==> src/rtl/mu8s_pkg.sv <==
// shared types and constants of the modified utf-8 sanitizer
// no dependencies
`timescale 1ns / 1ps

package mu8s_pkg;

  // most result beats one input beat can cause
  localparam int MaxOut = 10;
  localparam int CntW   = $clog2(MaxOut + 1);

  // replacement character U+FFFD in utf-8
  localparam logic [7:0] Fffd0 = 8'hEF;
  localparam logic [7:0] Fffd1 = 8'hBF;
  localparam logic [7:0] Fffd2 = 8'hBD;

  typedef logic [MaxOut-1:0][7:0] byte_list_t;

  // all result beats of one input beat, handed from decoder to emitter
  typedef struct packed {
    byte_list_t      bytes;     // entry 0 goes out first
    logic [CntW-1:0] cnt;       // number of result beats, 0 = none
    logic            data;      // 0 only for a bare end marker
    logic            done;      // input beat was an end marker
  } burst_t;

endpackage

==> src/rtl/mu8s_in_if.sv <==
// input channel of the sanitizer: one source byte or an end marker per beat
// depends on nothing
`timescale 1ns / 1ps

interface mu8s_in_if;
  logic       valid;
  logic       ready;
  logic [7:0] in_byte;
  logic       is_end;

  modport source (output valid, output in_byte, output is_end, input ready);
  modport sink   (input valid, input in_byte, input is_end, output ready);
endinterface

==> src/rtl/mu8s_out_if.sv <==
// result channel of the sanitizer: one modified utf-8 byte per beat
// depends on nothing
`timescale 1ns / 1ps

interface mu8s_out_if;
  logic       valid;
  logic       ready;
  logic [7:0] out_byte;
  logic       byte_valid;
  logic       last_in_run;
  logic       string_done;

  modport source (output valid, output out_byte, output byte_valid,
                  output last_in_run, output string_done, input ready);
  modport sink   (input valid, input out_byte, input byte_valid,
                  input last_in_run, input string_done, output ready);
endinterface

==> src/rtl/mu8s_decode.sv <==
// sequence state and per-beat decode into a list of result bytes
// depends on mu8s_pkg
`timescale 1ns / 1ps

module mu8s_decode (
  input  logic            clk,
  input  logic            rst_n,
  input  logic            accept,
  input  logic [7:0]      in_byte,
  input  logic            is_end,
  output mu8s_pkg::burst_t burst
);
  import mu8s_pkg::*;

  localparam logic [15:0] SurLo   = 16'hD800;
  localparam logic [15:0] SurHi   = 16'hDFFF;
  localparam logic [15:0] LowSurr = 16'hDC00;
  localparam logic [15:0] Min3    = 16'h0800;
  localparam logic [20:0] Min4    = 21'h10000;
  localparam logic [20:0] Max4    = 21'h10FFFF;
  localparam logic [9:0]  Mask10  = 10'h3FF;

  logic [7:0]      lead_r, lead_nxt;
  logic [1:0][5:0] cont_r, cont_nxt;
  logic [1:0]      pend_r, pend_nxt;
  logic [1:0]      seq_r, seq_nxt;

  // start of a new sequence
  logic [2:0][7:0] st_bytes;
  logic [1:0]      st_n;
  logic [1:0]      st_seq;

  always_comb begin
    st_bytes = '0;
    st_n     = 2'd0;
    st_seq   = 2'd0;
    if (in_byte == 8'h00) begin
      st_bytes[0] = 8'hC0;
      st_bytes[1] = 8'h80;
      st_n        = 2'd2;
    end else if (!in_byte[7]) begin
      st_bytes[0] = in_byte;
      st_n        = 2'd1;
    end else if (in_byte[7:5] == 3'b110) begin
      st_seq = 2'd1;
    end else if (in_byte[7:4] == 4'b1110) begin
      st_seq = 2'd2;
    end else if (in_byte[7:3] == 5'b11110) begin
      st_seq = 2'd3;
    end else begin
      st_bytes = {Fffd2, Fffd1, Fffd0};
      st_n     = 2'd3;
    end
  end

  // completion of a pending sequence by its final continuation byte
  logic [15:0]     cp3;
  logic [20:0]     cp4, v4;
  logic [15:0]     hi, lo;
  logic [5:0][7:0] cm_bytes;
  logic [2:0]      cm_n;

  always_comb begin
    cp3 = {lead_r[3:0], cont_r[0], in_byte[5:0]};
    cp4 = {lead_r[2:0], cont_r[0], cont_r[1], in_byte[5:0]};
    v4  = cp4 - Min4;
    hi  = SurLo + {6'd0, v4[19:10]};
    lo  = LowSurr + {6'd0, v4[9:0] & Mask10};
    cm_bytes = '0;
    cm_bytes[2:0] = {Fffd2, Fffd1, Fffd0};
    cm_n = 3'd3;
    unique case (seq_r)
      2'd1: begin
        if (lead_r[4:1] != 4'd0) begin
          cm_bytes[0] = lead_r;
          cm_bytes[1] = {2'b10, in_byte[5:0]};
          cm_bytes[2] = '0;
          cm_n        = 3'd2;
        end
      end
      2'd2: begin
        if (cp3 >= Min3 && !(cp3 >= SurLo && cp3 <= SurHi)) begin
          cm_bytes[0] = lead_r;
          cm_bytes[1] = {2'b10, cont_r[0]};
          cm_bytes[2] = {2'b10, in_byte[5:0]};
        end
      end
      2'd3: begin
        if (cp4 >= Min4 && cp4 <= Max4) begin
          cm_bytes[0] = 8'hE0 | {4'd0, hi[15:12]};
          cm_bytes[1] = 8'h80 | {2'd0, hi[11:6]};
          cm_bytes[2] = 8'h80 | {2'd0, hi[5:0]};
          cm_bytes[3] = 8'hE0 | {4'd0, lo[15:12]};
          cm_bytes[4] = 8'h80 | {2'd0, lo[11:6]};
          cm_bytes[5] = 8'h80 | {2'd0, lo[5:0]};
          cm_n        = 3'd6;
        end
      end
      default: begin
      end
    endcase
  end

  // choose the prefix of replacement characters and the tail bytes
  logic [1:0]      nf;
  logic [5:0][7:0] sfx;
  logic [2:0]      sfx_n;
  logic            merge;

  always_comb begin
    nf       = 2'd0;
    sfx      = '0;
    sfx_n    = 3'd0;
    merge    = 1'b0;
    lead_nxt = lead_r;
    cont_nxt = cont_r;
    pend_nxt = pend_r;
    seq_nxt  = seq_r;
    if (is_end) begin
      if (seq_r != 2'd0) begin
        nf = 2'd1 + pend_r;
      end
      lead_nxt = '0;
      cont_nxt = '0;
      pend_nxt = '0;
      seq_nxt  = '0;
    end else if (seq_r == 2'd0) begin
      sfx[2:0] = st_bytes;
      sfx_n    = {1'b0, st_n};
      lead_nxt = (st_seq != 2'd0) ? in_byte : 8'h00;
      cont_nxt = '0;
      pend_nxt = '0;
      seq_nxt  = st_seq;
    end else if (in_byte[7:6] == 2'b10) begin
      if (({1'b0, pend_r} + 3'd1) < {1'b0, seq_r} && pend_r < 2'd2) begin
        cont_nxt[pend_r[0]] = in_byte[5:0];
        pend_nxt            = pend_r + 2'd1;
      end else begin
        sfx      = cm_bytes;
        sfx_n    = cm_n;
        lead_nxt = '0;
        cont_nxt = '0;
        pend_nxt = '0;
        seq_nxt  = '0;
      end
    end else begin
      // broken sequence, then rescan the breaking byte
      merge    = (seq_r == 2'd3) && (in_byte == 8'h00 || in_byte >= 8'hF8);
      nf       = (merge && pend_r == 2'd2) ? 2'd2 : 2'd1 + pend_r;
      sfx[2:0] = st_bytes;
      sfx_n    = {1'b0, st_n};
      lead_nxt = (st_seq != 2'd0) ? in_byte : 8'h00;
      cont_nxt = '0;
      pend_nxt = '0;
      seq_nxt  = st_seq;
    end
  end

  // assemble the list, capped at MaxOut entries
  logic [3:0]      pre_len;
  logic [4:0]      total;
  logic [3:0]      j;
  logic [2:0][7:0] fffd;

  always_comb begin
    fffd    = {Fffd2, Fffd1, Fffd0};
    pre_len = {2'd0, nf} + {1'b0, nf, 1'b0};
    total   = {1'b0, pre_len} + {2'd0, sfx_n};
    burst   = '0;
    j       = '0;
    for (int k = 0; k < MaxOut; k++) begin
      if (4'(k) < pre_len) begin
        burst.bytes[k] = fffd[k % 3];
      end else begin
        j = 4'(k) - pre_len;
        if (j < {1'b0, sfx_n}) begin
          burst.bytes[k] = sfx[j[2:0]];
        end
      end
    end
    burst.cnt  = (total > 5'(MaxOut)) ? CntW'(MaxOut) : CntW'(total);
    burst.data = 1'b1;
    burst.done = is_end;
    if (is_end && total == 5'd0) begin
      burst.cnt  = CntW'(1);
      burst.data = 1'b0;
    end
  end

  always_ff @(posedge clk) begin
    if (!rst_n) begin
      lead_r <= '0;
      cont_r <= '0;
      pend_r <= '0;
      seq_r  <= '0;
    end else if (accept) begin
      lead_r <= lead_nxt;
      cont_r <= cont_nxt;
      pend_r <= pend_nxt;
      seq_r  <= seq_nxt;
    end
  end

endmodule

==> src/rtl/mu8s_emit.sv <==
// result buffer: holds one decoded list and sends it one byte per beat
// depends on mu8s_pkg and mu8s_out_if
`timescale 1ns / 1ps

module mu8s_emit (
  input  logic             clk,
  input  logic             rst_n,
  input  logic             load,
  input  mu8s_pkg::burst_t burst,
  output logic             can_load,
  mu8s_out_if.source       out_ch
);
  import mu8s_pkg::*;

  byte_list_t      buf_r, buf_nxt;
  logic [CntW-1:0] rem_r, rem_nxt;
  logic            data_r, data_nxt;
  logic            done_r, done_nxt;
  logic            take;

  assign take     = out_ch.valid && out_ch.ready;
  // free now, or the last byte leaves this cycle
  assign can_load = (rem_r == '0) || (rem_r == CntW'(1) && out_ch.ready);

  always_comb begin
    buf_nxt  = buf_r;
    rem_nxt  = rem_r;
    data_nxt = data_r;
    done_nxt = done_r;
    if (load && burst.cnt != '0) begin
      buf_nxt  = burst.bytes;
      rem_nxt  = burst.cnt;
      data_nxt = burst.data;
      done_nxt = burst.done;
    end else if (take) begin
      buf_nxt  = buf_r >> 8;
      rem_nxt  = rem_r - CntW'(1);
    end
  end

  always_ff @(posedge clk) begin
    if (!rst_n) begin
      rem_r <= '0;
    end else begin
      rem_r <= rem_nxt;
    end
  end

  always_ff @(posedge clk) begin
    buf_r  <= buf_nxt;
    data_r <= data_nxt;
    done_r <= done_nxt;
  end

  assign out_ch.valid       = (rem_r != '0);
  assign out_ch.out_byte    = buf_r[0];
  assign out_ch.byte_valid  = data_r;
  assign out_ch.last_in_run = (rem_r == CntW'(1));
  assign out_ch.string_done = done_r && (rem_r == CntW'(1));

endmodule

==> src/rtl/utf8_to_modified_utf8_sanitizer_unit.sv <==
// top level of the utf-8 to modified utf-8 sanitizer
// depends on mu8s_pkg, mu8s_in_if, mu8s_out_if, mu8s_decode, mu8s_emit
`timescale 1ns / 1ps

// channel  | dir | payload                                       | beat
// ---------+-----+-----------------------------------------------+-------------------------
// in_ch    | in  | in_byte[7:0], is_end                          | one source byte or end
// out_ch   | out | out_byte[7:0], byte_valid, last_in_run,       | one modified utf-8 byte
//          |     | string_done                                   |
//
// an input beat is decoded in the cycle it is accepted and its whole result list
// (0 to 10 bytes) lands in the result buffer at that edge
// the buffer sends one byte per cycle while out_ch is ready, so a beat that causes
// n bytes holds in_ch until its last byte leaves; the single read port sets this
// in_ch is ready when the buffer is empty or its last byte is taken this cycle, so
// beats that cause nothing or one byte flow at one per cycle while out_ch is ready
// rst_n is synchronous: it clears the pending sequence and empties the buffer
// a stall on out_ch holds the buffer and backs up into in_ch; nothing is dropped

module utf8_to_modified_utf8_sanitizer_unit (
  input  logic       clk,
  input  logic       rst_n,
  mu8s_in_if.sink    in_ch,
  mu8s_out_if.source out_ch
);
  import mu8s_pkg::*;

  burst_t burst;
  logic   can_load;
  logic   accept;

  // an item is taken whenever the result buffer can swallow its list
  assign in_ch.ready = can_load;
  assign accept      = in_ch.valid && can_load;

  // sequence tracking and decode of the current beat
  mu8s_decode u_decode (
    .clk     (clk),
    .rst_n   (rst_n),
    .accept  (accept),
    .in_byte (in_ch.in_byte),
    .is_end  (in_ch.is_end),
    .burst   (burst)
  );

  // result buffer and byte serializer
  mu8s_emit u_emit (
    .clk      (clk),
    .rst_n    (rst_n),
    .load     (accept),
    .burst    (burst),
    .can_load (can_load),
    .out_ch   (out_ch)
  );

endmodule
==> src/flat_wrapper.sv <==
// flat-port wrapper written by rule: the top's interface ports become plain ports
module utf8_to_modified_utf8_sanitizer_unit_flat import mu8s_pkg::*;
  (clk, rst_n, in_ch_valid, in_ch_in_byte, in_ch_is_end, in_ch_ready, out_ch_valid, out_ch_out_byte, out_ch_byte_valid, out_ch_last_in_run, out_ch_string_done, out_ch_ready);
  mu8s_in_if in_ch_i ();
  mu8s_out_if out_ch_i ();
  input  logic clk;
  input  logic rst_n;
  input wire logic [$bits(in_ch_i.valid)-1:0] in_ch_valid;
  input wire logic [$bits(in_ch_i.in_byte)-1:0] in_ch_in_byte;
  input wire logic [$bits(in_ch_i.is_end)-1:0] in_ch_is_end;
  output wire logic [$bits(in_ch_i.ready)-1:0] in_ch_ready;
  output wire logic [$bits(out_ch_i.valid)-1:0] out_ch_valid;
  output wire logic [$bits(out_ch_i.out_byte)-1:0] out_ch_out_byte;
  output wire logic [$bits(out_ch_i.byte_valid)-1:0] out_ch_byte_valid;
  output wire logic [$bits(out_ch_i.last_in_run)-1:0] out_ch_last_in_run;
  output wire logic [$bits(out_ch_i.string_done)-1:0] out_ch_string_done;
  input wire logic [$bits(out_ch_i.ready)-1:0] out_ch_ready;
  assign in_ch_i.valid = in_ch_valid;
  assign in_ch_i.in_byte = in_ch_in_byte;
  assign in_ch_i.is_end = in_ch_is_end;
  assign in_ch_ready = in_ch_i.ready;
  assign out_ch_valid = out_ch_i.valid;
  assign out_ch_out_byte = out_ch_i.out_byte;
  assign out_ch_byte_valid = out_ch_i.byte_valid;
  assign out_ch_last_in_run = out_ch_i.last_in_run;
  assign out_ch_string_done = out_ch_i.string_done;
  assign out_ch_i.ready = out_ch_ready;
  utf8_to_modified_utf8_sanitizer_unit u_core (.clk(clk), .rst_n(rst_n), .in_ch(in_ch_i), .out_ch(out_ch_i));
endmodule
==> config.mk <==
export PLATFORM = sky130hd
export DESIGN_NAME = utf8_to_modified_utf8_sanitizer_unit_flat
export DESIGN_NICKNAME = d
export VERILOG_FILES = /design/src/rtl/mu8s_pkg.sv /design/src/rtl/mu8s_in_if.sv /design/src/rtl/mu8s_out_if.sv /design/src/rtl/mu8s_decode.sv /design/src/rtl/mu8s_emit.sv /design/src/rtl/utf8_to_modified_utf8_sanitizer_unit.sv /design/src/flat_wrapper.sv
export SDC_FILE = /design/constraint.sdc
export NUM_CORES = 1
export LEC_CHECK = 0
export BUFFER_PORTS_ARGS = -buffer_cell sky130_fd_sc_hd__clkbuf_2
export CORE_MARGIN = 2
export CORE_UTILIZATION = 35
export DETAILED_ROUTE_END_ITERATION = 12
export PLACE_DENSITY = 0.51
export SKIP_CTS_REPAIR_TIMING = 1
export SYNTH_ARGS = -nofsm -noshare
export SYNTH_HDL_FRONTEND = slang
export SYNTH_HIERARCHICAL = 1
export SYNTH_SLANG_ARGS = --single-unit
==> constraint.sdc <==
create_clock -name clk -period 7.9 [get_ports clk]
set_input_delay 0.79 -clock clk [delete_from_list [all_inputs] [get_ports clk]]
set_output_delay 0.79 -clock clk [all_outputs]
set_load 0.01 [all_outputs]
==> impl_summary.md <==
Place
The HPWL after detailed placement is 19100 µm. The congestion estimate from routability-driven global placement came to between 0.9 and 1. The count of buffers added on input and output ports is 25.

STA
For the pin with the worst max-slew slack, the measured transition is between 1 and 1.5 ns. The relative slew slack is 0.276. Clock skew on the completed layout was measured at between 0.01 and 0.015 ns. The final-report setup violation count is 0. The total negative slack is 0 ns. In the finished design, the share of the clock period the worst path needs comes to 0.790.

The final number of max-transition violations is 0. Derived from the worst setup path, the maximum achievable clock frequency is ~160 MHz. Setup repair after global routing left no endpoint under its margin. The clock period could shrink to about 6.2 ns. The final hold violation count is 0.

Route
After the first detailed-routing iteration, the DRC count stood at 788. The remaining design rule violation count is 0. The routed length per instance is around 21 µm. Before antenna repair, the detailed router went through 5 iterations. The ratio of routed vias to standard cells is around 5.8. The routed layout has about 7300 vias.

The routed design has around 26000 µm of wire. The remaining antenna violation count is 0.

Yosys
In this run, synthesis produced a sequential element count of between 100 and 150. Of all cell types, the one taking the most synthesized area is sky130_fd_sc_hd__edfxtp_1. The number of enable-type register cells in the synthesized netlist is 82.

The number of instances in the synthesized netlist is ~1000. The synthesized-area fraction occupied by xor and xnor cells is 0.00437. After synthesis, the cell types taking the most area are sky130_fd_sc_hd__edfxtp_1, sky130_fd_sc_hd__nand2_1, sky130_fd_sc_hd__dfxtp_1, sky130_fd_sc_hd__ha_1, sky130_fd_sc_hd__a21oi_1. The count of synthesis-stage warnings from yosys is 6. The adder-cell area share of the yosys netlist is 0.0547. Of all flip-flops after synthesis, the portion carrying an async set or reset was 0. The simple-gate area share of the yosys netlist is 0.299. The share of synthesized area occupied by flip-flops and latches is 0.377. After synthesis, the largest family of logic cells by area is simple AND/OR/NAND/NOR gates.

The cell area after technology mapping is between 8000 and 9000 µm². The count of distinct cell types in the synthesized netlist is between 80 and 90. The proportion of synthesized area in mux cells is 0.00250.

The share of synthesized area in the top cell type comes to 0.307. For this run, the leading register cell type out of synthesis is sky130_fd_sc_hd__edfxtp_1. The compound-gate portion of the synthesized area is 0.204. Each instance of the synthesized netlist takes up on average 8.04 µm².

Critical path
The critical path is of the flop to flop type. Of all nets on the critical path, the largest fanout is 80. The critical register-to-register path endpoint is u_core/u_emit/buf_r[72].

The worst register-to-register path begins at u_core/u_decode/pend_r[0]. The worst reg-to-reg setup slack is ~1.7 ns. The data required time of the critical path is a little under 8 ns. The logic depth of the worst register-to-register path is 17. STA classifies the critical path endpoint as a flop.

The startpoint kind of the worst setup timing path is a flop. At the worst endpoint, the arrival time is 6.25 ns.

GRT
The first global-routing pass estimated approximately 41000 µm of wire. The via count of the first global-routing pass is between 6000 and 7000. The all-layer global routing usage is 0.219. For met3 alone, demand over resource in global routing was 0.0421. The met2 track demand over resource in global routing is 0.338. The total overflow left after global routing is 0.

The highest-utilization routing layer at the global route stage is met2. Entering global routing, the biggest net connects slightly above 80 pins. The number of antenna violations at the first check in global routing is 0.

The met1 usage is 0.304.

Cells and area
The layout overhead on the synthesized area is 6.65%. The number of nets in the final layout is about 1000. In the final layout, the share of cells above drive strength 1 is 0.0829. Summing all multi-input logic gate instances after layout gives approximately 4500 µm².

Measured on the finished design, the core utilization comes to 0.379. The antenna diode count is 0. The footprint of the flip-flops and latches is just over 3000 µm². The number of filler instances in the final layout is about 2400.

CTS
The number of H-tree levels is 3. The later pin in the worst-skew pair is clocked with a latency of 0.36 ns. The number of sinks on the clock net is 110. The clock transition at the register clock pins on the worst setup and hold paths after CTS is 0.07 ns.

The largest buffer count on any clock path is 2. The root cell of the clock tree is sky130_fd_sc_hd__clkbuf_16. TritonCTS built the clock tree. Counting the buffers created by CTS gives 9.

Floorplanning
The initial utilization of the core area, before any placement, comes to 0.355. The core area is approximately 23000 µm². The number of ports placed on the die boundary is 26. The floorplan die width is between 150 and 200 µm. The floorplan die area is between 20000 and 25000 µm². The y dimension of the die is between 150 and 200 µm. The floorplan has between 50 and 60 rows.

Worst hold path
Along the worst hold path, the cell count comes to 2. The worst hold path begins at u_core/u_decode/lead_r[5]. The worst min-delay path category is flop to flop. For hold timing, the worst endpoint is u_core/u_decode/lead_r[5].

Power and ir drop
In this run the power density over the cells is about 260 nW/µm². The leakage component of the power is about 3.3 nW. The maximum VDD drop is about 170 µV.

Flow run
The max-cap check violation count is 0.

Outcome
The run finished with clean final reports.
==> metal layers <==
metal,wire [µm],part of all wire
met4,834,0.032
met5,0,0
met3,1780,0.068
met2,11600,0.44
met1,12000,0.46
==> critical path, stage by stage (launching register included) <==
cell and delay, ns:
sky130_fd_sc_hd__dfxtp_1 0.49, sky130_fd_sc_hd__inv_1 0.22, sky130_fd_sc_hd__fa_1 0.50, sky130_fd_sc_hd__a211o_1 0.35
sky130_fd_sc_hd__a2111oi_4 0.65, sky130_fd_sc_hd__o211ai_4 0.41, sky130_fd_sc_hd__inv_4 0.26, sky130_fd_sc_hd__ha_1 0.22
sky130_fd_sc_hd__inv_1 0.10, sky130_fd_sc_hd__o21ai_0 0.31, sky130_fd_sc_hd__o21a_1 0.20, sky130_fd_sc_hd__a31oi_1 0.18
sky130_fd_sc_hd__or4b_2 0.70, sky130_fd_sc_hd__o21ai_0 0.20, sky130_fd_sc_hd__o41ai_4 0.11, sky130_fd_sc_hd__buf_4 0.39
sky130_fd_sc_hd__nand2_4 0.16, sky130_fd_sc_hd__buf_12 0.35
==> cells in the final DEF, fill, tap and decap left out, drive strengths merged, types with 6 or more instances in the layout <==
cell	count
a211oi	8
a21oi	52
a22oi	17
a31oi	16
and2	15
and3	14
buf	10
clkbuf	35
dfxtp	28
edfxtp	82
ha	31
inv	36
nand2	285
nand2b	12
nand3	29
nor2	56
nor2b	29
nor3	20
nor4	14
o211ai	11
o21a	6
o21ai	51
o31ai	10
==> area by class of cell <==
class	count	share of cell area
Sequential cell	110	0.354
Multi-Input combinational cell	783	0.532
Tap cell	285	0.0417
Clock inverter	6	0.00644
Timing Repair Buffer	35	0.0249
Clock buffer	10	0.0268
Inverter	33	0.0148
==> sequential cells by signal, indices dropped and copies added, names as in the netlist <==
register and flops:
u_core/u_emit/buf_r 72, u_core/u_emit/out_ch.byte_valid 1, u_core/u_decode/lead_r 8, u_core/u_emit/out_ch.out_byte 8, u_core/u_decode/seq_r 2, u_core/u_decode/pend_r 2
u_core/u_emit/done_r 1, u_core/u_decode/cont_r 12, u_core/u_emit/rem_r 4
==> cells in the mapped netlist, types with 4 or more instances <==
library cell	n
sky130_fd_sc_hd__nand2_1	285
sky130_fd_sc_hd__edfxtp_1	82
sky130_fd_sc_hd__nor2_1	55
sky130_fd_sc_hd__a21oi_1	52
sky130_fd_sc_hd__clkbuf_1	44
sky130_fd_sc_hd__ha_1	31
sky130_fd_sc_hd__inv_1	29
sky130_fd_sc_hd__nand3_1	29
sky130_fd_sc_hd__nor2b_1	29
sky130_fd_sc_hd__o21ai_0	29
sky130_fd_sc_hd__dfxtp_1	28
sky130_fd_sc_hd__o21ai_1	22
sky130_fd_sc_hd__a22oi_1	17
sky130_fd_sc_hd__a31oi_1	16
sky130_fd_sc_hd__nor3_1	16
sky130_fd_sc_hd__and2_1	15
sky130_fd_sc_hd__and3_1	14
sky130_fd_sc_hd__buf_4	14
sky130_fd_sc_hd__buf_2	12
sky130_fd_sc_hd__nand2b_1	12
sky130_fd_sc_hd__o211ai_1	10
sky130_fd_sc_hd__o31ai_1	9
sky130_fd_sc_hd__a211oi_1	7
sky130_fd_sc_hd__nor4_1	7
sky130_fd_sc_hd__o21a_1	6
sky130_fd_sc_hd__a211o_1	5
sky130_fd_sc_hd__a21boi_0	5
sky130_fd_sc_hd__a2bb2oi_1	5
sky130_fd_sc_hd__nand4_1	5
sky130_fd_sc_hd__o2111ai_1	5
sky130_fd_sc_hd__or3_1	5
sky130_fd_sc_hd__a31o_1	4
sky130_fd_sc_hd__and4_1	4
sky130_fd_sc_hd__nor3_2	4
sky130_fd_sc_hd__nor4_2	4
==> stage by stage <==
step / instance area, µm² / total power [mW] / setup WS (ns) / hold slack, ns / std cells
floorplan: 8020 / 1.59 / 0.640 / 0.443 / 997
global placement: 8260 / 1.77 / 1.65 / 0.462 / 1246
detailed placement: 8260 / 1.77 / 1.52 / 0.470 / 1246
CTS: 8540 / 2.23 / 1.67 / 0.481 / 1262
global route: 8540 / 2.36 / 1.28 / 0.494 / 1262
finish: 8540 / 2.21 / 1.66 / 0.481 / 1262
==> where the power goes <==
group	internal [mW]	switching [mW]	total [mW]	leakage, nW
Clock	0.221	0.233	0.454	0.133
Combinational	0.208	0.509	0.717	2.15
Sequential	0.971	0.0648	1.04	1.03
==> worst max-delay path by stage <==
stage                     slack, ns  cells past startpoint                       from                      end
after CTS                      1.67                     17  u_core/u_decode/pend_r[0]  u_core/u_emit/buf_r[69]
after global routing           1.28                     17  u_core/u_decode/pend_r[0]  u_core/u_emit/buf_r[72]
after global placement         1.65                     17           in_ch_in_byte[0]  u_core/u_emit/buf_r[64]
final                          1.66                     17  u_core/u_decode/pend_r[0]  u_core/u_emit/buf_r[72]
after floorplan                0.64                     20           in_ch_in_byte[3]  u_core/u_emit/buf_r[10]
after detailed placement       1.52                     17           in_ch_in_byte[0]  u_core/u_emit/buf_r[74]
==> logic make-up after synthesis <==
logic type / after synthesis
AO/OA/AOI/OAI: 234
XOR/XNOR: 4
adder cells (fa/ha/maj): 34
buffers and inverters: 104
flip-flops: 110
multiplexers: 2
other: 1
AND/OR/NAND/NOR: 507
Power figures use the tool's default switching activity.
